[src/design/dttu_pkg.sv]
// Package for the decimal text to u64 parser.
// Holds the widths, character codes and value type used by the top level; no dependencies.
package dttu_pkg;

  localparam int unsigned ByteW  = 8;
  localparam int unsigned DigitW = 4;
  localparam int unsigned ValueW = 64;

  localparam logic [ByteW-1:0]  CharZero    = 8'h30;  // '0'
  localparam logic [ByteW-1:0]  CharNine    = 8'h39;  // '9'
  localparam logic [ByteW-1:0]  CharNewline = 8'h0A;  // '\n'

  typedef logic [ValueW-1:0] value_t;

endpackage : dttu_pkg

[src/design/decimal_text_to_u64_parser_top.sv]
// Streaming decimal text to unsigned 64-bit parser, top level.
// Depends on dttu_pkg for character codes and the value type.

// One byte of a text record is taken per item, the final byte marked by
// end_of_record_i. Each byte is folded into the record state in the cycle it
// is accepted: the running value is multiplied by ten (shift-and-add) and the
// digit added, with a 68-bit sum whose upper nibble flags a 64-bit overflow.
// The marked byte produces one result item in the result register in the next
// cycle: number_ok_o set only for a record of at most MAX_RECORD_BYTES
// bytes, 1..MAX_DIGITS digits, no non-digit other than a single trailing
// newline, no overflow and a nonzero value; number_value_o is zero otherwise.
// The block takes one byte every cycle while it does not stall. Unmarked bytes are taken even while a
// result waits to be collected; only a marked byte stalls, and only when the
// result register is full and the far side is stalling. The record state is
// cleared after every marked byte, accepted or rejected.
module decimal_text_to_u64_parser_top
  import dttu_pkg::*;
#(
  parameter int unsigned MAX_RECORD_BYTES = 32,
  parameter int unsigned MAX_DIGITS       = 20
) (
  input  logic             clk_i,
  input  logic             rst_ni,
  // input channel
  input  logic             in_valid_i,
  output logic             in_stall_o,
  input  logic [ByteW-1:0] text_byte_i,
  input  logic             end_of_record_i,
  // result channel
  output logic             out_valid_o,
  input  logic             out_stall_i,
  output logic             number_ok_o,
  output value_t           number_value_o
);

  // Counters saturate at limit plus one, so they must hold that value.
  localparam int unsigned BytCntW = $clog2(MAX_RECORD_BYTES + 2);
  localparam int unsigned DigCntW = $clog2(MAX_DIGITS + 2);
  localparam logic [BytCntW-1:0] ByteLimit  = BytCntW'(MAX_RECORD_BYTES);
  localparam logic [DigCntW-1:0] DigitLimit = DigCntW'(MAX_DIGITS);

  // Record state
  value_t             running_value_q, running_value_d;
  logic [BytCntW-1:0] byte_count_q, byte_count_d;
  logic [DigCntW-1:0] digit_count_q, digit_count_d;
  logic               record_bad_q, record_bad_d;

  // Result register
  logic   out_valid_q, out_valid_d;
  logic   number_ok_q, number_ok_d;
  value_t number_value_q, number_value_d;

  logic                      in_accept, out_take;
  logic                      is_digit, trailing_nl;
  logic [DigitW-1:0]         digit;
  logic [ValueW+DigitW-1:0]  times_ten;
  logic                      overflow;
  logic                      record_ok;

  // Take a result when the far side is not stalling; a marked byte needs a
  // free (or freeing) result slot, unmarked bytes never wait.
  assign out_take   = out_valid_q & ~out_stall_i;
  assign in_stall_o = end_of_record_i & out_valid_q & out_stall_i;
  assign in_accept  = in_valid_i & ~in_stall_o;

  always_comb begin
    is_digit    = (text_byte_i >= CharZero) && (text_byte_i <= CharNine);
    trailing_nl = end_of_record_i && (text_byte_i == CharNewline);
    digit       = DigitW'(text_byte_i - CharZero);

    // v*10 + d = (v << 3) + (v << 1) + d, kept 4 bits wider to see the carry.
    times_ten = ({{DigitW{1'b0}}, running_value_q} << 3)
              + ({{DigitW{1'b0}}, running_value_q} << 1)
              + {{ValueW{1'b0}}, digit};
    overflow  = |times_ten[ValueW+DigitW-1:ValueW];

    running_value_d = running_value_q;
    byte_count_d    = byte_count_q;
    digit_count_d   = digit_count_q;
    record_bad_d    = record_bad_q;

    if (byte_count_q <= ByteLimit) begin
      byte_count_d = byte_count_q + BytCntW'(1);
    end

    if (is_digit) begin
      if (digit_count_q <= DigitLimit) begin
        digit_count_d = digit_count_q + DigCntW'(1);
      end
      if (!record_bad_q) begin
        if (overflow) begin
          record_bad_d = 1'b1;
        end else begin
          running_value_d = times_ten[ValueW-1:0];
        end
      end
    end else if (!trailing_nl) begin
      record_bad_d = 1'b1;
    end

    // Judge the record on its state after this byte.
    record_ok = !record_bad_d
             && (byte_count_d <= ByteLimit)
             && (digit_count_d != '0)
             && (digit_count_d <= DigitLimit)
             && (running_value_d != '0);

    // Result register: drop a taken result, load on a marked byte.
    out_valid_d    = out_valid_q & ~out_take;
    number_ok_d    = number_ok_q;
    number_value_d = number_value_q;
    if (in_accept && end_of_record_i) begin
      out_valid_d    = 1'b1;
      number_ok_d    = record_ok;
      number_value_d = record_ok ? running_value_d : '0;
      // Clear the record state for the next record.
      running_value_d = '0;
      byte_count_d    = '0;
      digit_count_d   = '0;
      record_bad_d    = 1'b0;
    end
  end

  // Record state advances only on an accepted byte.
  always_ff @(posedge clk_i or negedge rst_ni) begin
    if (!rst_ni) begin
      running_value_q <= '0;
      byte_count_q    <= '0;
      digit_count_q   <= '0;
      record_bad_q    <= 1'b0;
    end else if (in_accept) begin
      running_value_q <= running_value_d;
      byte_count_q    <= byte_count_d;
      digit_count_q   <= digit_count_d;
      record_bad_q    <= record_bad_d;
    end
  end

  always_ff @(posedge clk_i or negedge rst_ni) begin
    if (!rst_ni) begin
      out_valid_q <= 1'b0;
    end else begin
      out_valid_q <= out_valid_d;
    end
  end

  // Payload of the result register needs no reset.
  always_ff @(posedge clk_i) begin
    number_ok_q    <= number_ok_d;
    number_value_q <= number_value_d;
  end

  assign out_valid_o    = out_valid_q;
  assign number_ok_o    = number_ok_q;
  assign number_value_o = number_value_q;

  // A marked byte that is taken always shows up as a result next cycle.
  a_result_follows_mark: assert property (@(posedge clk_i) disable iff (!rst_ni)
    in_valid_i && !in_stall_o && end_of_record_i |=> out_valid_o)
    else $error("marked byte accepted but no result presented");

  // The record state is back at reset after every marked byte.
  a_state_cleared: assert property (@(posedge clk_i) disable iff (!rst_ni)
    in_valid_i && !in_stall_o && end_of_record_i |=>
      running_value_q == '0 && byte_count_q == '0 && digit_count_q == '0 && !record_bad_q)
    else $error("record state not cleared after marked byte");

  // A rejected record reports zero; an accepted one a nonzero value.
  a_value_matches_flag: assert property (@(posedge clk_i) disable iff (!rst_ni)
    out_valid_o |-> (number_ok_o == (number_value_o != '0)))
    else $error("result value disagrees with its ok flag");

endmodule : decimal_text_to_u64_parser_top

[config.mk]
export PLATFORM = sky130hd
export DESIGN_NAME = decimal_text_to_u64_parser_top
export DESIGN_NICKNAME = d
export VERILOG_FILES = /design/src/design/dttu_pkg.sv /design/src/design/decimal_text_to_u64_parser_top.sv
export SDC_FILE = /design/constraint.sdc
export NUM_CORES = 1
export LEC_CHECK = 0
export BUFFER_PORTS_ARGS = -buffer_cell sky130_fd_sc_hd__buf_2
export CAP_MARGIN = 15
export CORE_MARGIN = 5
export CORE_UTILIZATION = 50
export CTS_CLUSTER_DIAMETER = 80
export CTS_CLUSTER_SIZE = 24
export DETAILED_ROUTE_END_ITERATION = 16
export PLACE_DENSITY = 0.71
export SLEW_MARGIN = 0
export SYNTH_ARGS = -nofsm -noshare
export SYNTH_HDL_FRONTEND = slang
export SYNTH_SLANG_ARGS = --single-unit
[constraint.sdc]
create_clock -name clk_i -period 5.7 [get_ports clk_i]
set_input_delay 0.57 -clock clk_i [delete_from_list [all_inputs] [get_ports clk_i]]
set_output_delay 0.57 -clock clk_i [all_outputs]
set_load 0.02 [all_outputs]
== Yosys cells after proc, flatten, opt, wreduce, memory -nomap -nowiden ==
Index checks and enable logic that the tools add are counted.

* Register bits after elaboration: 142
* Output and inout port bits: 67
* Memory bits (writable): 0
* Latch bits: 0
* Memory bits (read-only): 0
* Bits of input ports: 13
* Memories: 0

* Equal/unequal tests: 1
* $lt $le $gt $ge: 6
* Mux-type cells: 15
* Bitwise gates (word level): 8
* Divide/modulo/power cells: 0
* Shift-type cells: 0
* Reductions and logical operators: 11
* $add $sub $neg: 5
* Multipliers: 0

{| class="wikitable"
|+ Operator list
! cell !! number
|-
| $mux 64 || 4
|-
| $add 67x65->68 || 1
|-
| $add 68x4->68 || 1
|-
| $reduce_bool 64->1 || 1
|-
| $mux 5 || 3
|-
| $le 6x6->1 const B || 2
|-
| $mux 6 || 2
|-
| $le 5x5->1 const B || 2
|-
| $eq 8x4->1 const B || 1
|-
| $ge 8x6->1 const B || 1
|-
| $le 8x6->1 const B || 1
|-
| $logic_and 1x1->1 || 7
|-
| $add 6x1->6 const B || 1
|-
| $mux 1 || 6
|-
| $add 5x1->5 const B || 1
|-
| $and 1x1->1 || 5
|-
| $reduce_bool 5->1 || 1
|-
| $reduce_or 4->1 || 1
|-
| $sub 4x1->4 const B || 1
|-
| $not 1->1 || 3
|-
| $logic_not 1->1 || 1
|}

== Depth between registers and ports, before layout ==
* Word-level depth: 11
* Gate-level depth with buffers: 17
* Mapped depth without buffers: 15

== Least setup slack after synthesis ==
Ideal clock, no wire load.

* Kind: input-to-reg
* From: input text_byte_i[3]
* To: register number_ok_q, in the netlist number_ok_o, data pin
* Path buffers: 0
* Setup slack: 1.350 ns
* Cell stages on the path: 15
* Arrival: 4.080 ns
* Data required time: 5.430 ns
* Cell sequence: inv_1 -> fa_1 -> inv_1 -> fa_1 -> a211oi_1 -> o21ai_1 -> nand2_1 -> a31o_2 -> a2111oi_4 -> or4_1 -> a21oi_1 -> nand4_1 -> or4_1 -> o31ai_1 -> a21oi_1

* Longest elaborated chain between the ends: 11

{| class="wikitable"
|+ Ends and longest elaborated chain
! item !! line !! source
|-
| start: declaration || decimal_text_to_u64_parser_top.sv:27 || <nowiki>input logic [ByteW-1:0] text_byte_i,</nowiki>
|-
| parallel branches: the longest is 10 deep, another holds $add 68x4->68 || -- ||
|-
| $logic_and 1x1->1 (*) || decimal_text_to_u64_parser_top.sv:106 || <nowiki>&& (running_value_d != '0);</nowiki>
|-
| via record_ok || decimal_text_to_u64_parser_top.sv:58 || <nowiki>logic record_ok;</nowiki>
|-
| end signal: assignment || decimal_text_to_u64_parser_top.sv:149 || <nowiki>number_ok_q <= number_ok_d;</nowiki>
|-
| end: declaration || decimal_text_to_u64_parser_top.sv:50 || <nowiki>logic number_ok_q, number_ok_d;</nowiki>
|}

Mark *: on every way through the listed nets, which the timed path passes.
A chain may end at the register's enable or synchronous reset.

== Final worst setup path ==
* From: register running_value_q[28]
* To: register number_ok_q, in the netlist number_ok_o, data pin

* Longest elaborated chain between the ends: 11

{| class="wikitable"
|+ Ends and longest elaborated chain
! item !! line !! source
|-
| start: declaration || decimal_text_to_u64_parser_top.sv:43 || <nowiki>value_t running_value_q, running_value_d;</nowiki>
|-
| start signal: assignment || decimal_text_to_u64_parser_top.sv:132 || <nowiki>running_value_q <= running_value_d;</nowiki>
|-
| parallel branches: the longest is 10 deep, another holds $add 67x65->68 || -- ||
|-
| $logic_and 1x1->1 (*) || decimal_text_to_u64_parser_top.sv:106 ||
|-
| via record_ok || decimal_text_to_u64_parser_top.sv:58 ||
|}

Marked as above.

==> flow_summary.toml <==
[detailed_routing]
via_per_inst = 6.463
wl_per_cell_um = 22.59
dr.first_iter.drc_count = 1152
drc = 0
routed_wl_um = 42290
vias = 12099
dr.pass1.iters = 5
postRouteAntennaNets = 0

[placed_design]
portBuffers = 79
pre_cts_ws_ns = 0.5382
dp_cells = 1838
dp_hpwl_um = 31900
gp_congestion = 0.9841
dpl_cell_area_mm2 = 0.01290

[timing]
finalCritPeriodShare_pct = 88.69
tightest_slew_ns = 0.9890
max_freq_ghz = 0.1978
fin_tns_setup_ns = 0
slew_headroom_pct = 34.07
finalSetupViolCount = 0
layout_setup_ws_ns = 0.6446
hold_viol_final = 0
slew_viol_final = 0
grt_setup_unrepaired = "no"
min_period_ns = 5.055
skew_ns = 0.02964
holdWs_ns = 0.3598

[setup_path]
path_cells = "ha_1 -> ha_1 -> nand4_1 -> nor4_1 -> nand3_1 -> a211oi_2 -> nor3_2 -> a2111o_1 -> nand3_1 -> nand4b_1 -> buf_12 -> mux2i_1 -> and4_1 -> a21oi_1"
r2r-start = "running_value_q[28]$_DFFE_PN0P_"
rrSetupSlack_ns = 0.64
cp_max_fo = 74
crit_path_end_kind = "flip-flop"
crit_slowest_cell = "nor4_1"
cp.buffers_inverters = 1
start_kind = "flip-flop"
worstPathArrival_ns = 5.22
crit_path_max_incr_delay_ns = 0.51
r2r_cells = 14
crit_cells = 14
cp.required_ns = 5.87
reg2reg_to = "number_ok_o$_DFFE_PP_"
crit_family = "simple AND/OR/NAND/NOR gates"
critical_path.startpoint = "running_value_q[28]$_DFFE_PN0P_"
worst-setup-path-type = "reg -> reg"

[global_routing]
grt_pass1_vias = 11720
grt_max_degree = 75
track_usage_pct = 29.58
grt_pass1_wl_um = 65750
antenna_found_initial = 0
overflow = 0

[clock_tree]
ctsResizeCount = 0
clk_latency_ns = 0.45
cts_buffer_depth = 2
htree_levels = 4
cts.sinks = 142
clkTransAtPathRegs_ns = 0.07
cts_buffers = 17
cts_tree = "built"
cts-root-buf = "clkbuf_16"

[floorplanning]
ios = 80
rows = 57
dieArea_mm2 = 0.02784
die_h_um = 166.8
die_w_um = 166.8
start_util_pct = 50.73
coreArea_mm2 = 0.02425

[pwr]
switching_share_pct = 30.58
power_frac_clock_pct = 44.8
powerDensity_mw_per_mm2 = 190.9
seqPwrFrac_pct = 44.1
p_switching_mw = 0.7914
peakVddDrop_uv = 176.9
power_mw = 2.588
intPower_mw = 1.796
p_leak_nw = 5.793
comb_power_share_pct = 11.1

[status]
status = "complete, no violations"

[yosys]
synth_flop_cell = "dfrtp_1"
syn_area_per_cell_um2 = 8.222
synthAdderAreaFrac_pct = 13.65
yosysSeqAreaShare_pct = 31.53
synth_edf_count = 65
yosys_warnings = 0
synth-simple-area-share_pct = 20.94
synth_top_family_by_area = "compound AO/OA/AOI/OAI gates"
synth-xor-area-share_pct = 3.133
synth_compound_area_share_pct = 25.22
synthesis.nets = 1642
syn_inst = 1496
synth.cell_area_mm2 = 0.01230
ys_seq_elements = 142
synth_cell_types = 82
synthArstFlopShare_pct = 54.23
synth_mux_area_share_pct = 1.811

[layout]
layout.nets = 1681
n_antenna_cell = 0
stdcell_count = 1872
final_core_util_pct = 55.90
layout-drive-gt1-share_pct = 10.21
area_growth_pct = 10.19
postLayoutCellArea_mm2 = 0.01355
fillers = 2275

[worst_hold_path]
min_path_type = "in -> reg"
min_from = "out_stall_i"
worst_hold_path.endpoint = "out_valid_o$_DFF_PN0_"
min_path_cells = 2

[job]
maxCapViolCount = 0
==> Yosys cell counts (all sizes together), types with 15 or more instances <==
| library cell | number | area (um^2) |
|---|---|---|
| edfxtp | 65 | 1952 |
| nor2 | 126 | 473.0 |
| o21ai | 147 | 735.7 |
| o21a | 40 | 300.3 |
| mux2i | 20 | 200.2 |
| inv | 25 | 93.84 |
| clkbuf | 33 | 123.9 |
| xor2 | 20 | 175.2 |
| nand4 | 39 | 244.0 |
| a21o | 18 | 135.1 |
| a21boi | 30 | 225.2 |
| nor4 | 26 | 168.9 |
| nand2 | 245 | 919.6 |
| a21oi | 147 | 758.2 |
| nand3 | 28 | 140.1 |
| a211oi | 15 | 132.6 |
| ha | 131 | 1639 |
| xnor2 | 24 | 210.2 |
| nor3 | 33 | 170.2 |
| dfrtp | 77 | 1927 |
| buf | 44 | 239.0 |
==> kinds of logic (layout without fill, tap and decap cells) <==
logic type               count (synthesis)  in the layout
AND/OR/NAND/NOR                        562            562
AO/OA/AOI/OAI                          491            491
flip-flops                             142            142
adder cells (fa/ha/maj)                133            133
buffers and inverters                  102            154
XOR/XNOR                                44             44
multiplexers                            22             22
==> layout make-up <==
cell class / instances / area [um^2] / area share [%]
Clock inverter: 15 / 191.4 / 1.412
Tap cell: 324 / 405.4 / 2.991
Multi-Input combinational cell: 1252 / 7979 / 58.87
Sequential cell: 142 / 3879 / 28.62
Inverter: 25 / 93.84 / 0.6923
Clock buffer: 17 / 425.4 / 3.139
Timing Repair Buffer: 97 / 580.6 / 4.283
==> power by group through the flow <==
stage / registers, mW / clock network, mW / logic (mW)
2_1_floorplan: 1.17 / 0 / 0.182
4_1_cts: 1.14 / 1.16 / 0.285
3_3_place_gp: 1.16 / 0 / 0.278
6_report: 1.14 / 1.16 / 0.287
5_1_grt: 1.15 / 1.22 / 0.316
3_5_place_dp: 1.16 / 0 / 0.283
==> per-layer routing <==
metal | wire [um] | GRT usage (%)
met5 | 0 | 0
met3 | 2837 | 4.575
met2 | 19500 | 48.27
met4 | 1797 | 11.67
met1 | 18160 | 39.55
==> sequential cells by signal, indices dropped and copies added, names as in the netlist <==
register,count
digit_count_q,5
out_valid_o,1
byte_count_q,6
number_value_o,64
running_value_q,64
number_ok_o,1
record_bad_q,1
==> timing repair <==
item	in CTS	in global routing
hold endpoints to repair	3	0
setup endpoints to repair	0	0
setup buffers	0	0
hold buffers	1	0
==> worst max-delay path by stage <==
stage                             to  slack [ns]
6_report       number_ok_o$_DFFE_PP_        0.64
5_1_grt        number_ok_o$_DFFE_PP_        0.40
2_1_floorplan  number_ok_o$_DFFE_PP_        1.35
3_3_place_gp   number_ok_o$_DFFE_PP_        0.65
3_5_place_dp   number_ok_o$_DFFE_PP_        0.54
4_1_cts        number_ok_o$_DFFE_PP_        0.75
==> layout by cell type (no fill, tap or decap), drive strengths merged, types with 12 or more instances in the layout <==
cell type	n
a211oi	15
a21boi	30
a21o	18
a21oi	147
and2	14
buf	96
clkbuf	17
dfrtp	77
edfxtp	65
ha	131
inv	30
mux2i	20
nand2	245
nand3	28
nand4	39
nor2	126
nor3	33
nor4	26
o211ai	12
o21a	40
o21ai	147
xnor2	24
xor2	20
Note: power is estimated with default switching activity, not from simulation.
